--- config.mk ---
export PLATFORM = sky130hd
export DESIGN_NAME = pulse_pair_frame_decoder_top
export DESIGN_NICKNAME = d
export VERILOG_FILES = /design/src/hw/rtl/ppfd_pkg.sv /design/src/hw/rtl/ppfd_pulse_class.sv /design/src/hw/rtl/pulse_pair_frame_decoder_top.sv
export SDC_FILE = /design/constraint.sdc
export NUM_CORES = 1
export LEC_CHECK = 0
export ABC_AREA = 1
export BUFFER_PORTS_ARGS = -buffer_cell sky130_fd_sc_hd__buf_2
export CORE_AREA = 10 10 195 197
export DETAILED_ROUTE_END_ITERATION = 8
export DIE_AREA = 0 0 205 207
export GPL_TIMING_DRIVEN = 0
export HOLD_SLACK_MARGIN = 0.15
export PLACE_DENSITY = 0.67
export SLEW_MARGIN = 15
export SYNTH_ARGS = -nofsm -noshare
export SYNTH_HDL_FRONTEND = slang
export SYNTH_SLANG_ARGS = --single-unit
--- constraint.sdc ---
create_clock -name aclk -period 9.9 [get_ports aclk]
set_input_delay 0.99 -clock aclk [delete_from_list [all_inputs] [get_ports aclk]]
set_output_delay 0.99 -clock aclk [all_outputs]
set_load 0.005 [all_outputs]
--- src/hw/rtl/ppfd_pkg.sv ---
// Package for the pulse pair frame decoder.
// Holds shared types, register indexes and protocol constants.
// No dependencies.
package ppfd_pkg;

    // Field and port widths
    localparam int PULSE_W   = 20;
    localparam int PERIOD_W  = 12;
    localparam int LAYOUT_W  = 2;
    localparam int CFG_IDX_W = 2;
    localparam int CFG_DAT_W = 12;
    localparam int SERIAL_W  = 32;
    localparam int BUTTON_W  = 4;
    localparam int COUNTER_W = 16;
    localparam int CHECK_W   = 16;
    localparam int BITSOUT_W = 6;

    // Frame sizing
    localparam int FRAME_WIDTH_DEF = 60;
    localparam int MIN_PULSES      = 20;
    localparam int MIN_BITS        = 40;
    localparam int PTOT_W          = 5;
    // Sync pair must start within the first four pairs
    localparam int SYNC_PULSE_LIMIT = 8;

    // Reset values of the registers
    localparam logic [PERIOD_W-1:0] BASE_PERIOD_RST = 12'd200;

    // Register indexes
    localparam logic [CFG_IDX_W-1:0] CFG_FRAME_LAYOUT = 2'd0;
    localparam logic [CFG_IDX_W-1:0] CFG_BASE_PERIOD  = 2'd1;

    // Slicing layouts; the unused code falls back to the last layout
    typedef enum logic [LAYOUT_W-1:0] {
        LAYOUT_A = 2'd0,
        LAYOUT_B = 2'd1,
        LAYOUT_C = 2'd2
    } layout_t;

    // Window classification of one pulse
    typedef struct packed {
        logic is_short;
        logic is_long;
        logic is_sync;
    } pulse_class_t;

endpackage

--- src/hw/rtl/ppfd_pulse_class.sv ---
// Pulse window classifier: short, long and sync tests against the base period.
// Depends on ppfd_pkg.
// Windows are 60%..160% of one and two periods, using exact integer compares.
module ppfd_pulse_class (
    input  logic [ppfd_pkg::PULSE_W-1:0]  pulse,
    input  logic [ppfd_pkg::PERIOD_W-1:0] period,
    output ppfd_pkg::pulse_class_t        cls
);

    logic [22:0] p_x5;
    logic [22:0] p_x5_p5;
    logic [22:0] te_x3;
    logic [22:0] te_x6;
    logic [22:0] te_x8;
    logic [22:0] te_x16;

    // Scaled operands; floor(k*te/100) <= p is k*te < 100*(p+1)
    always_comb begin
        p_x5    = {1'b0, pulse, 2'b00} + {3'b000, pulse};
        p_x5_p5 = p_x5 + 23'd5;
        te_x3   = {10'd0, period, 1'b0} + {11'd0, period};
        te_x6   = {te_x3[21:0], 1'b0};
        te_x8   = {8'd0, period, 3'b000};
        te_x16  = {7'd0, period, 4'b0000};
    end

    // Window tests
    always_comb begin
        cls.is_short = (te_x3 < p_x5_p5) && (p_x5 <= te_x8);
        cls.is_long  = (te_x6 < p_x5_p5) && (p_x5 <= te_x16);
        cls.is_sync  = ({3'b000, pulse} > te_x3);
    end

endmodule

--- src/hw/rtl/pulse_pair_frame_decoder_top.sv ---
// Pulse pair frame decoder: top level with input register, pair decode and result register.
// Depends on ppfd_pkg and ppfd_pulse_class.
// A final pulse's result goes from the input register through the pair decode into the result register.
// Throughput: one pulse per cycle; a final pulse stalls while the result register is full.
// Reset (aresetn, synchronous, active low) clears capture state and loads register defaults.
// No clearing pass: the block accepts pulses as soon as reset is released.
module pulse_pair_frame_decoder_top #(
    parameter int FRAME_WIDTH = ppfd_pkg::FRAME_WIDTH_DEF
) (
    input  logic                              aclk,
    input  logic                              aresetn,
    // configuration write port
    input  logic                              cfg_wr_en,
    input  logic [ppfd_pkg::CFG_IDX_W-1:0]    cfg_index,
    input  logic [ppfd_pkg::CFG_DAT_W-1:0]    cfg_wdata,
    // pulse input channel
    input  logic                              s_valid,
    output logic                              s_ready,
    input  logic [ppfd_pkg::PULSE_W-1:0]      s_pulse_us,
    input  logic                              s_last_pulse,
    // result channel
    output logic                              m_valid,
    input  logic                              m_ready,
    output logic                              m_valid_res,
    output logic [ppfd_pkg::SERIAL_W-1:0]     m_serial,
    output logic [ppfd_pkg::BUTTON_W-1:0]     m_button,
    output logic [ppfd_pkg::COUNTER_W-1:0]    m_counter,
    output logic [ppfd_pkg::CHECK_W-1:0]      m_check,
    output logic [ppfd_pkg::BITSOUT_W-1:0]    m_bits_decoded
);

    localparam int BITS_W = $clog2(FRAME_WIDTH + 1);
    localparam int PW     = ppfd_pkg::PULSE_W;
    localparam int PTW    = ppfd_pkg::PTOT_W;

    // Configuration registers
    logic [ppfd_pkg::LAYOUT_W-1:0] frame_layout_reg;
    logic [ppfd_pkg::PERIOD_W-1:0] base_period_reg;

    // Input register
    logic          in_vld_reg;
    logic [PW-1:0] pulse_reg;
    logic          last_reg;

    // Capture state
    logic [FRAME_WIDTH-1:0] frame_reg, frame_next;
    logic [BITS_W-1:0]      bits_reg, bits_next;
    logic [PW-1:0]          held_reg, held_next;
    logic                   phase_reg, phase_next;
    logic [PTW-1:0]         ptot_reg, ptot_next;
    logic                   stopped_reg, stopped_next;
    logic                   sync_reg, sync_next;

    // Result register
    logic                             m_valid_reg;
    logic                             res_valid_reg;
    logic [ppfd_pkg::SERIAL_W-1:0]    serial_reg, serial_next;
    logic [ppfd_pkg::BUTTON_W-1:0]    button_reg, button_next;
    logic [ppfd_pkg::COUNTER_W-1:0]   counter_reg, counter_next;
    logic [ppfd_pkg::CHECK_W-1:0]     check_reg, check_next;
    logic [ppfd_pkg::BITSOUT_W-1:0]   bitsout_reg;
    logic                             res_valid_next;

    logic                  stage_fire;
    logic                  out_load;
    ppfd_pkg::pulse_class_t cls_a;
    ppfd_pkg::pulse_class_t cls_b;
    logic [63:0]           fview;

    // Configuration writes
    always_ff @(posedge aclk) begin
        if (!aresetn) begin
            frame_layout_reg <= '0;
            base_period_reg  <= ppfd_pkg::BASE_PERIOD_RST;
        end else if (cfg_wr_en) begin
            if (cfg_index == ppfd_pkg::CFG_FRAME_LAYOUT) begin
                frame_layout_reg <= cfg_wdata[ppfd_pkg::LAYOUT_W-1:0];
            end else if (cfg_index == ppfd_pkg::CFG_BASE_PERIOD) begin
                base_period_reg <= cfg_wdata;
            end
        end
    end

    // Handshake: a final pulse waits only for room in the result register
    assign stage_fire = in_vld_reg && (!last_reg || !m_valid_reg || m_ready);
    assign out_load   = stage_fire && last_reg;
    assign s_ready    = !in_vld_reg || stage_fire;

    // Input register
    always_ff @(posedge aclk) begin
        if (!aresetn) begin
            in_vld_reg <= 1'b0;
        end else if (s_ready) begin
            in_vld_reg <= s_valid;
        end
    end

    always_ff @(posedge aclk) begin
        if (s_ready && s_valid) begin
            pulse_reg <= s_pulse_us;
            last_reg  <= s_last_pulse;
        end
    end

    // Window classifiers for the held pulse and the current pulse
    ppfd_pulse_class u_class_a (
        .pulse  (held_reg),
        .period (base_period_reg),
        .cls    (cls_a)
    );

    ppfd_pulse_class u_class_b (
        .pulse  (pulse_reg),
        .period (base_period_reg),
        .cls    (cls_b)
    );

    // Pair decode and capture update
    always_comb begin
        frame_next   = frame_reg;
        bits_next    = bits_reg;
        held_next    = held_reg;
        phase_next   = phase_reg;
        stopped_next = stopped_reg;
        sync_next    = sync_reg;
        ptot_next    = ptot_reg;
        if (!phase_reg) begin
            held_next  = pulse_reg;
            phase_next = 1'b1;
        end else begin
            phase_next = 1'b0;
            priority if (!sync_reg && (ptot_reg <= PTW'(ppfd_pkg::SYNC_PULSE_LIMIT))
                         && cls_a.is_sync && cls_b.is_sync) begin
                // sync pair restarts the frame
                sync_next    = 1'b1;
                frame_next   = '0;
                bits_next    = '0;
                stopped_next = 1'b0;
            end else if (stopped_reg || (bits_reg >= BITS_W'(FRAME_WIDTH))) begin
                // frame closed
            end else if (cls_a.is_short && cls_b.is_long) begin
                frame_next = {frame_reg[FRAME_WIDTH-2:0], 1'b0};
                bits_next  = bits_reg + 1'b1;
            end else if (cls_a.is_long && cls_b.is_short) begin
                frame_next = {frame_reg[FRAME_WIDTH-2:0], 1'b1};
                bits_next  = bits_reg + 1'b1;
            end else begin
                stopped_next = 1'b1;
            end
        end
        if (ptot_reg < PTW'(ppfd_pkg::MIN_PULSES)) begin
            ptot_next = ptot_reg + 1'b1;
        end
    end

    // Result slicing from the updated frame
    always_comb begin
        fview          = 64'(frame_next);
        res_valid_next = (ptot_next >= PTW'(ppfd_pkg::MIN_PULSES))
                         && (bits_next >= BITS_W'(ppfd_pkg::MIN_BITS));
        serial_next    = '0;
        button_next    = '0;
        counter_next   = '0;
        check_next     = '0;
        if (res_valid_next) begin
            unique case (ppfd_pkg::layout_t'(frame_layout_reg))
                ppfd_pkg::LAYOUT_A: begin
                    serial_next  = {fview[15:0], fview[47:32]};
                    button_next  = fview[51:48];
                    counter_next = {4'd0, fview[31:20]};
                    check_next   = {8'd0, fview[59:52]};
                end
                ppfd_pkg::LAYOUT_B: begin
                    serial_next  = {8'd0, fview[23:0]};
                    button_next  = fview[27:24];
                    counter_next = fview[43:28];
                    check_next   = fview[59:44];
                end
                default: begin
                    serial_next  = fview[31:0];
                    button_next  = fview[43:40];
                    counter_next = {4'd0, fview[55:44]};
                    check_next   = {12'd0, fview[59:56]};
                end
            endcase
        end
    end

    // Capture state; the final pulse returns it to reset values
    always_ff @(posedge aclk) begin
        if (!aresetn) begin
            frame_reg   <= '0;
            bits_reg    <= '0;
            held_reg    <= '0;
            phase_reg   <= 1'b0;
            ptot_reg    <= '0;
            stopped_reg <= 1'b0;
            sync_reg    <= 1'b0;
        end else if (stage_fire) begin
            if (last_reg) begin
                frame_reg   <= '0;
                bits_reg    <= '0;
                held_reg    <= '0;
                phase_reg   <= 1'b0;
                ptot_reg    <= '0;
                stopped_reg <= 1'b0;
                sync_reg    <= 1'b0;
            end else begin
                frame_reg   <= frame_next;
                bits_reg    <= bits_next;
                held_reg    <= held_next;
                phase_reg   <= phase_next;
                ptot_reg    <= ptot_next;
                stopped_reg <= stopped_next;
                sync_reg    <= sync_next;
            end
        end
    end

    // Result register
    always_ff @(posedge aclk) begin
        if (!aresetn) begin
            m_valid_reg <= 1'b0;
        end else if (out_load) begin
            m_valid_reg <= 1'b1;
        end else if (m_ready) begin
            m_valid_reg <= 1'b0;
        end
    end

    always_ff @(posedge aclk) begin
        if (out_load) begin
            res_valid_reg <= res_valid_next;
            serial_reg    <= serial_next;
            button_reg    <= button_next;
            counter_reg   <= counter_next;
            check_reg     <= check_next;
            bitsout_reg   <= bits_next[ppfd_pkg::BITSOUT_W-1:0];
        end
    end

    assign m_valid        = m_valid_reg;
    assign m_valid_res    = res_valid_reg;
    assign m_serial       = serial_reg;
    assign m_button       = button_reg;
    assign m_counter      = counter_reg;
    assign m_check        = check_reg;
    assign m_bits_decoded = bitsout_reg;

    // Checks
    a_bits_bound: assert property (@(posedge aclk) disable iff (!aresetn)
        bits_reg <= BITS_W'(FRAME_WIDTH))
        else $error("bit count beyond frame width");

    a_ptot_bound: assert property (@(posedge aclk) disable iff (!aresetn)
        ptot_reg <= PTW'(ppfd_pkg::MIN_PULSES))
        else $error("pulse count beyond saturation");

    a_clear_after_last: assert property (@(posedge aclk) disable iff (!aresetn)
        out_load |=> (ptot_reg == '0) && !phase_reg && (bits_reg == '0) && !sync_reg)
        else $error("capture state not cleared after final pulse");

    a_invalid_zero: assert property (@(posedge aclk) disable iff (!aresetn)
        (m_valid_reg && !res_valid_reg) |-> (serial_reg == '0) && (check_reg == '0))
        else $error("invalid result carries nonzero fields");

    a_result_source: assert property (@(posedge aclk) disable iff (!aresetn)
        $rose(m_valid_reg) |-> $past(out_load))
        else $error("result raised without a final pulse");

endmodule

==> qor.csv, run 1 <==
metric,value,unit
period utilisation layout,58.95,%
synthesized area,16920,µm²
Post-synth EDFFs,96,
number of placement rows,68,
fraction of the yosys area taken by sequential cells,30.05,%
Routed Wire Length,54.19,mm
Clock Tree Root,sky130_fd_sc_hd__clkbuf_16,
final non-filler cell area,18970,µm²
final number of max-transition violations,0,
vias in the first global route,16080,
ys async rst share,0,%
placed wire-length estimate,43.01,mm
RSZ-0062 raised after global routing,no,
pre-CTS WS,4232,ps
"Clk Latency, worst-skew pair",550,ps
IO buf count,116,
CP arrival,6250,ps
warning count from the yosys run,0,
Post-Synth Simple-Gate Area,35.33,%
minimum clock period after layout,5836,ps
"count of placed standard cells in the final layout, fillers left out",3125,
Area growth syn-to-layout,12.10,%
number of flip-flops under the largest register name,60,
clock slew at the register clock pins of the worst setup and hold paths,60,ps
IR Drop Worst-Case VDD,0.1381,mV
Clock Sink Count,206,
number of nets in the synthesized netlist,2739,
Overall Global Routing Usage,24.88,%
cts repair resizes,0,
via count,17130,
class of the worst hold path,reg -> reg,
Setup crit end kind,flop,
full die area,42440,µm²
worst slew margin relative to its limit,20.83,%
largest net degree at the start of global routing,67,
count of nets left with antenna violations after detail routing,0,
syn_area_per_cell,6.747,µm²
"Buf+Inv Stages, Crit Path",4,
hold buffer count at cts,0,
number of antenna violations at the first check in global routing,0,
DRC errors left,0,
synthesized-area fraction occupied by adder cells,14.26,%
Sum Neg Setup Slack,0,ps
Initial DRC Count,1487,
maximum cell stage delay along the critical path,530,ps
kind of critical path,reg -> reg,
layout cell share with drive strength beyond 1,9.326,%
share of cell area taken by muxes after synthesis,0,%
number of filler instances in the final layout,3333,
Max Root-Sink Buffers,3,
number of top-level design ports,117,
total grt overflow,0,
Clock H-tree levels,1,
library cells used by synthesis,46,
crit start category,flop,
Power Dens Cells,131.9,nW/µm²
number of nets in the layout,2883,
status,"finished, final reports clean",
max-capacitance violation count,0,
Worst Tran Pin Value,1178,ps
number of storage elements in the synthesis netlist,206,
number of instances in the placed design,3080,
cells after synthesis,2508,
critical path's top delay family,compound AO/OA/AOI/OAI gates,
fraction of synthesized cell area in xor and xnor cells,1.863,%
CP Max Fanout,10,
total area of sequential cells,5085,µm²
highest attainable clock frequency,0.1714,GHz
Setup-failing EPs final,0,
TritonCTS buffer count,25,
required arrival time at the worst endpoint,10310,ps
Static Leakage,9.026,nW
Post-DP Area,18100,µm²
Die Span X,205,µm
floorplan core area,34120,µm²
dominant combinational cell family by area after synthesis,simple AND/OR/NAND/NOR gates,
routability congestion estimate,0.9647,
"Hold Violations, Final",0,
Clock Skews,13.40,ps
leading area contributor after synthesis,sky130_fd_sc_hd__nand2_1,
most common cell in the synthesized netlist,sky130_fd_sc_hd__nand2_1,
top cell type's share of synthesized area,17.97,%
vertical extent of the die,207,µm
Fin Hold WS,462.3,ps
Slowest cell on crit path,sky130_fd_sc_hd__xnor2_1,
"synthesized-area fraction occupied by ao, oa, aoi and oai cells",9.420,%
area of combinational cells with multiple inputs,10300,µm²
first-pass GRT wire length,85.49,mm
Antenna Cells,0,
most frequent cells after synthesis,"sky130_fd_sc_hd__nand2_1, sky130_fd_sc_hd__nand3_1, sky130_fd_sc_hd__inv_1, sky130_fd_sc_hd__a21oi_1, sky130_fd_sc_hd__ha_1",
Initial Util,49.60,%
prevailing post-synth register cell,sky130_fd_sc_hd__dfxtp_1,
post-CTS repair timing setup buffer count,0,
Area contributors post-synth,"sky130_fd_sc_hd__nand2_1, sky130_fd_sc_hd__edfxtp_1, sky130_fd_sc_hd__ha_1, sky130_fd_sc_hd__dfxtp_1, sky130_fd_sc_hd__nand3_1",
"crit path setup slack, layout",4064,ps
TritonCTS clock tree,built,
First-pass DRT Iterations,6,
Via density,5.480,
drt wl/cell,17.34,µm
==> layout by cell type, fill, tap and decap left out, types with 3 or more instances in the layout <==
cell type | synthesis | layout
sky130_fd_sc_hd__nor3_1 | 16 | 16
sky130_fd_sc_hd__buf_2 | 13 | 129
sky130_fd_sc_hd__nor2_1 | 145 | 145
sky130_fd_sc_hd__clkinv_1 | 6 | 8
sky130_fd_sc_hd__inv_2 | 17 | 17
sky130_fd_sc_hd__o21ai_1 | 14 | 14
sky130_fd_sc_hd__xor2_1 | 25 | 25
sky130_fd_sc_hd__ha_1 | 188 | 188
sky130_fd_sc_hd__nor4_1 | 3 | 3
sky130_fd_sc_hd__nand3b_1 | 5 | 5
sky130_fd_sc_hd__buf_1 | 7 | 7
sky130_fd_sc_hd__fa_1 | 3 | 3
sky130_fd_sc_hd__inv_6 | 0 | 3
sky130_fd_sc_hd__nand4_1 | 50 | 50
sky130_fd_sc_hd__bufinv_16 | 0 | 3
sky130_fd_sc_hd__inv_1 | 291 | 290
sky130_fd_sc_hd__or2_2 | 3 | 3
sky130_fd_sc_hd__nand3_2 | 6 | 6
sky130_fd_sc_hd__dfxtp_1 | 110 | 110
sky130_fd_sc_hd__nand3_1 | 294 | 294
sky130_fd_sc_hd__o21a_1 | 3 | 3
sky130_fd_sc_hd__o21ai_0 | 52 | 52
sky130_fd_sc_hd__nand2_2 | 11 | 11
sky130_fd_sc_hd__xnor2_1 | 11 | 11
sky130_fd_sc_hd__buf_6 | 3 | 3
sky130_fd_sc_hd__clkbuf_1 | 54 | 58
sky130_fd_sc_hd__and2_1 | 6 | 6
sky130_fd_sc_hd__clkbuf_16 | 0 | 27
sky130_fd_sc_hd__nor2_2 | 20 | 20
sky130_fd_sc_hd__a21o_1 | 6 | 6
sky130_fd_sc_hd__a21oi_1 | 193 | 193
sky130_fd_sc_hd__nand2_1 | 810 | 810
sky130_fd_sc_hd__nor2_4 | 9 | 9
sky130_fd_sc_hd__o211ai_1 | 7 | 7
sky130_fd_sc_hd__edfxtp_1 | 96 | 96
sky130_fd_sc_hd__o21bai_1 | 7 | 7
sky130_fd_sc_hd__a31oi_1 | 3 | 3
sky130_fd_sc_hd__a211oi_1 | 6 | 6
==> power by group <==
group          total, mW  switching, mW  internal (mW)
sequential         0.929         0.0216          0.907
clock              0.979          0.394          0.585
combinational      0.594          0.392          0.202
total               2.50          0.807           1.69
==> worst reg2reg max path, delay by kind of cell (launching register included) <==
kind	cells	cell delay, ps
flip-flops	1	480
AND/OR/NAND/NOR	9	1210
adder cells (fa/ha/maj)	3	1050
XOR/XNOR	1	530
buffers and inverters	4	1020
AO/OA/AOI/OAI	9	1400
==> cells by family after synthesis <==
family | count (synthesis)
fa+ha+maj | 191
simple gates | 1384
buf+inv | 394
flops | 206
compound gates | 297
xor+xnor | 36
==> per-stage QoR <==
step                      utilization (%)  power [mW]
after global routing                55.60       2.631
after detailed placement            53.06       1.529
final                               55.60       2.502
after floorplan                         -       1.357
after global placement              52.97       1.509
after CTS                           55.60       2.507
==> final cells by class <==
type                       count  area share [%]
buffer                        80           1.886
clock buffer                  32           3.713
clock inverter                13          0.8640
inverter                     314           6.226
multi-input combinational   1908           54.30
sequential                   206           26.80
tap                          455           3.001
timing repair buffer         117           3.205
==> final timing paths <==
| kind | start | end | slack [ps] | cells past startpoint |
|---|---|---|---|---|
| worst min-delay path | sync_reg$_SDFFE_PN0P_ | sync_reg$_SDFFE_PN0P_ | 460 | 2 |
| worst min register to register | sync_reg$_SDFFE_PN0P_ | sync_reg$_SDFFE_PN0P_ | 460 | 2 |
| worst max-delay path | base_period_reg[0]$_SDFFE_PN0P_ | m_serial[25]$_SDFFCE_PN0P_ | 4060 | 26 |
| worst max register to register | base_period_reg[0]$_SDFFE_PN0P_ | m_serial[25]$_SDFFCE_PN0P_ | 4060 | 26 |
==> metal layers <==
metal | share of wire, % | global-route usage [%] | vias up | routed length (µm)
met5 | 0 | 0 | - | 0
met4 | 2.2 | 5.989 | 0 | 1210
met3 | 9.1 | 4.916 | 81 | 4938
met2 | 42 | 37.35 | 633 | 22740
met1 | 47 | 35.71 | 7863 | 25300
li1 | - | - | 8548 | -
Note: power is estimated with default switching activity, not from simulation.
==> run 2, diff against run 1 <==
clock period = 5.5 ns   (was 9.9 ns; I/O delays follow)
==> run 2 against run 1 <==
  * First-iteration DRC count increased by 16%
  * Sequential power up 80%
  * Total power grew 81%
  * Global-route usage about the same
  * Combinational power increased by 84%
  * Final cell count grew 0.29%
  * Routed wire length about the same
  * Utilization up 0.54 points
  * Critical path depth is 5 higher
  * Non-clock buffer count up 9
  * Critical endpoint is now m_counter[4]$_SDFFCE_PN0P_
==> qor.csv, run 2 (synthesis results as in run 1) <==
metric,value,unit,change
total area of sequential cells,5089,µm²,about the same
TritonCTS clock tree,built,,
Setup crit end kind,flop,,
area of combinational cells with multiple inputs,10390,µm²,+0.89%
Post-DP Area,18100,µm²,unchanged
final core utilization,56.14,%,+0.54 points
max-capacitance violation count,0,,unchanged
Setup-failing EPs final,0,,unchanged
IR Drop Worst-Case VDD,0.2479,mV,+80%
full die area,42440,µm²,unchanged
Antenna Cells,0,,unchanged
Static Leakage,9.080,nW,+0.60%
overall power consumption,4.527,mW,+81%
CP Max Fanout,10,,unchanged
Hold Path Depth,1,,-1
total grt overflow,0,,unchanged
count of nets left with antenna violations after detail routing,0,,unchanged
Crit Reg-Reg Endpoint,m_counter[4]$_SDFFCE_PN0P_,,
maximum cell stage delay along the critical path,510,ps,-20 ps
kind of critical path,reg -> reg,,
Die Span X,205,µm,unchanged
IO buf count,116,,unchanged
final number of max-transition violations,0,,unchanged
worst slew margin relative to its limit,21.79,%,+0.96 points
Initial DRC Count,1721,,+16%
via count,17120,,-0.035%
placed wire-length estimate,43.01,mm,unchanged
cell with the most instances on the worst path,sky130_fd_sc_hd__nand2_1,,
Max Root-Sink Buffers,3,,unchanged
largest net degree at the start of global routing,67,,unchanged
Initial Util,49.60,%,unchanged
Clock H-tree levels,1,,unchanged
number of placement rows,68,,unchanged
number of nets in the layout,2892,,+0.31%
number of top-level design ports,117,,unchanged
class of the worst hold path,in -> reg,,
status,"finished, final reports clean",,
routability congestion estimate,0.9647,,unchanged
Clock Sink Count,206,,unchanged
period utilisation layout,94.98,%,+36 points
DRC errors left,0,,unchanged
required arrival time at the worst endpoint,5810,ps,-4500 ps
minimum clock period after layout,5224,ps,-611.6 ps
Overall Global Routing Usage,24.90,%,about the same
Worst Hold Path EP,pulse_reg[6]$_DFFE_PP_,,
Routed Wire Length,54.18,mm,about the same
Clock Tree Root,sky130_fd_sc_hd__clkbuf_16,,
"Hold Violations, Final",0,,unchanged
"Clk Latency, worst-skew pair",550,ps,about the same
vertical extent of the die,207,µm,unchanged
number of antenna violations at the first check in global routing,0,,unchanged
vias in the first global route,16100,,+0.11%
"commonest non-fill, non-tap cells in the layout","sky130_fd_sc_hd__nand2_1, sky130_fd_sc_hd__nand3_1, sky130_fd_sc_hd__inv_1, sky130_fd_sc_hd__a21oi_1, sky130_fd_sc_hd__ha_1",,
First-pass DRT Iterations,8,,+2
Via density,5.462,,-0.32%
origin of the critical flop-to-flop path,base_period_reg[0]$_SDFFE_PN0P_,,
drt wl/cell,17.29,µm,-0.30%
crit start category,flop,,
TritonCTS buffer count,25,,unchanged
hold path start,s_pulse_us[6],,
Worst Tran Pin Value,1164,ps,-14.31 ps
first-pass GRT wire length,85.55,mm,about the same
Sum Neg Setup Slack,0,ps,unchanged
Area growth syn-to-layout,13.19,%,
"most common cell after layout, fill and taps aside",sky130_fd_sc_hd__nand2_1,,
layout cell share with drive strength beyond 1,10.45,%,+1.1 points
number of filler instances in the final layout,3305,,-0.84%
worst-case register-to-register setup slack,280,ps,-3790 ps
cell count of the worst reg-to-reg path,31,,+19%
Slowest cell on crit path,sky130_fd_sc_hd__dfxtp_2,,
CP arrival,5530,ps,-720 ps
highest attainable clock frequency,0.1914,GHz,+12%
number of flip-flops under the largest register name,60,,unchanged
floorplan core area,34120,µm²,unchanged
clock slew at the register clock pins of the worst setup and hold paths,60,ps,about the same
final non-filler cell area,19150,µm²,+0.97%
Clock Skews,17.18,ps,+3.785 ps
Power Dens Cells,236.3,nW/µm²,+79%
hold buffer count at cts,0,,unchanged
-- run 2: cell count changes in the layout (fill, tap and decap cells not counted), sizes merged --
cell    before  now
buf        143  146
clkbuf      86   92
-- run 2: final cells by class --
| cell class | count | share of cell area (%) |
|---|---|---|
| Sequential cell | 206 | 26.57 |
| Timing Repair Buffer | 126 | 3.527 |
| Clock buffer | 32 | 3.678 |
| Tap cell | 455 | 2.972 |
| Inverter | 314 | 6.166 |
| Buffer | 80 | 1.979 |
| Clock inverter | 13 | 0.8557 |
| Multi-Input combinational cell | 1908 | 54.26 |
-- run 2: where the power goes --
group	internal [mW]	switching (mW)
clock	1.05	0.713
combinational	0.376	0.712
sequential	1.63	0.0380
total	3.06	1.46
-- run 2: per-layer routing --
| layer | global-route usage, % | share of wire, % |
|---|---|---|
| met1 | 35.71 | 46 |
| met2 | 37.39 | 42 |
| met3 | 4.916 | 9.4 |
| met4 | 5.989 | 2.2 |
| met5 | 0 | 0 |
-- run 2: worst max path at each step --
stage / slack (ps) / end / cells past startpoint / startpoint
finish: 280 / m_counter[4]$_SDFFCE_PN0P_ / 31 / base_period_reg[0]$_SDFFE_PN0P_
global route: -20 / m_counter[3]$_SDFFCE_PN0P_ / 27 / base_period_reg[0]$_SDFFE_PN0P_
CTS: 10 / m_counter[10]$_SDFFCE_PN0P_ / 26 / base_period_reg[0]$_SDFFE_PN0P_
detailed placement: -170 / m_serial[17]$_SDFFCE_PN0P_ / 26 / base_period_reg[0]$_SDFFE_PN0P_
global placement: -90 / m_serial[17]$_SDFFCE_PN0P_ / 26 / base_period_reg[0]$_SDFFE_PN0P_
floorplan: 1160 / m_serial[24]$_SDFFCE_PN0P_ / 25 / base_period_reg[0]$_SDFFE_PN0P_
-- run 2: critical path: cells and delay by family, from the launching register on --
family                   cells  cell delay [ps]
AO/OA/AOI/OAI               10             1400
XOR/XNOR                     1              260
adder cells (fa/ha/maj)      2              560
flip-flops                   1              510
buffers and inverters        5              690
AND/OR/NAND/NOR             13             1570
-- run 2: stage by stage --
stage	std cells	worst slack (ps)	hold WS [ps]
CTS	3125	13.48	154.6
global route	3134	-22.67	164.6
detailed placement	3080	-168.4	451.2
global placement	3079	-90.54	443.8
finish	3134	275.8	173.9
floorplan	2508	1159	430.7
-- run 2: repair_timing --
action / 4_1_cts / 5_1_grt
buffers inserted: 0 / 9
setup endpoints to repair: 48 / 128
resized for setup: 9 / 25
hold endpoints to repair: 0 / 0
pin swaps: 0 / 4
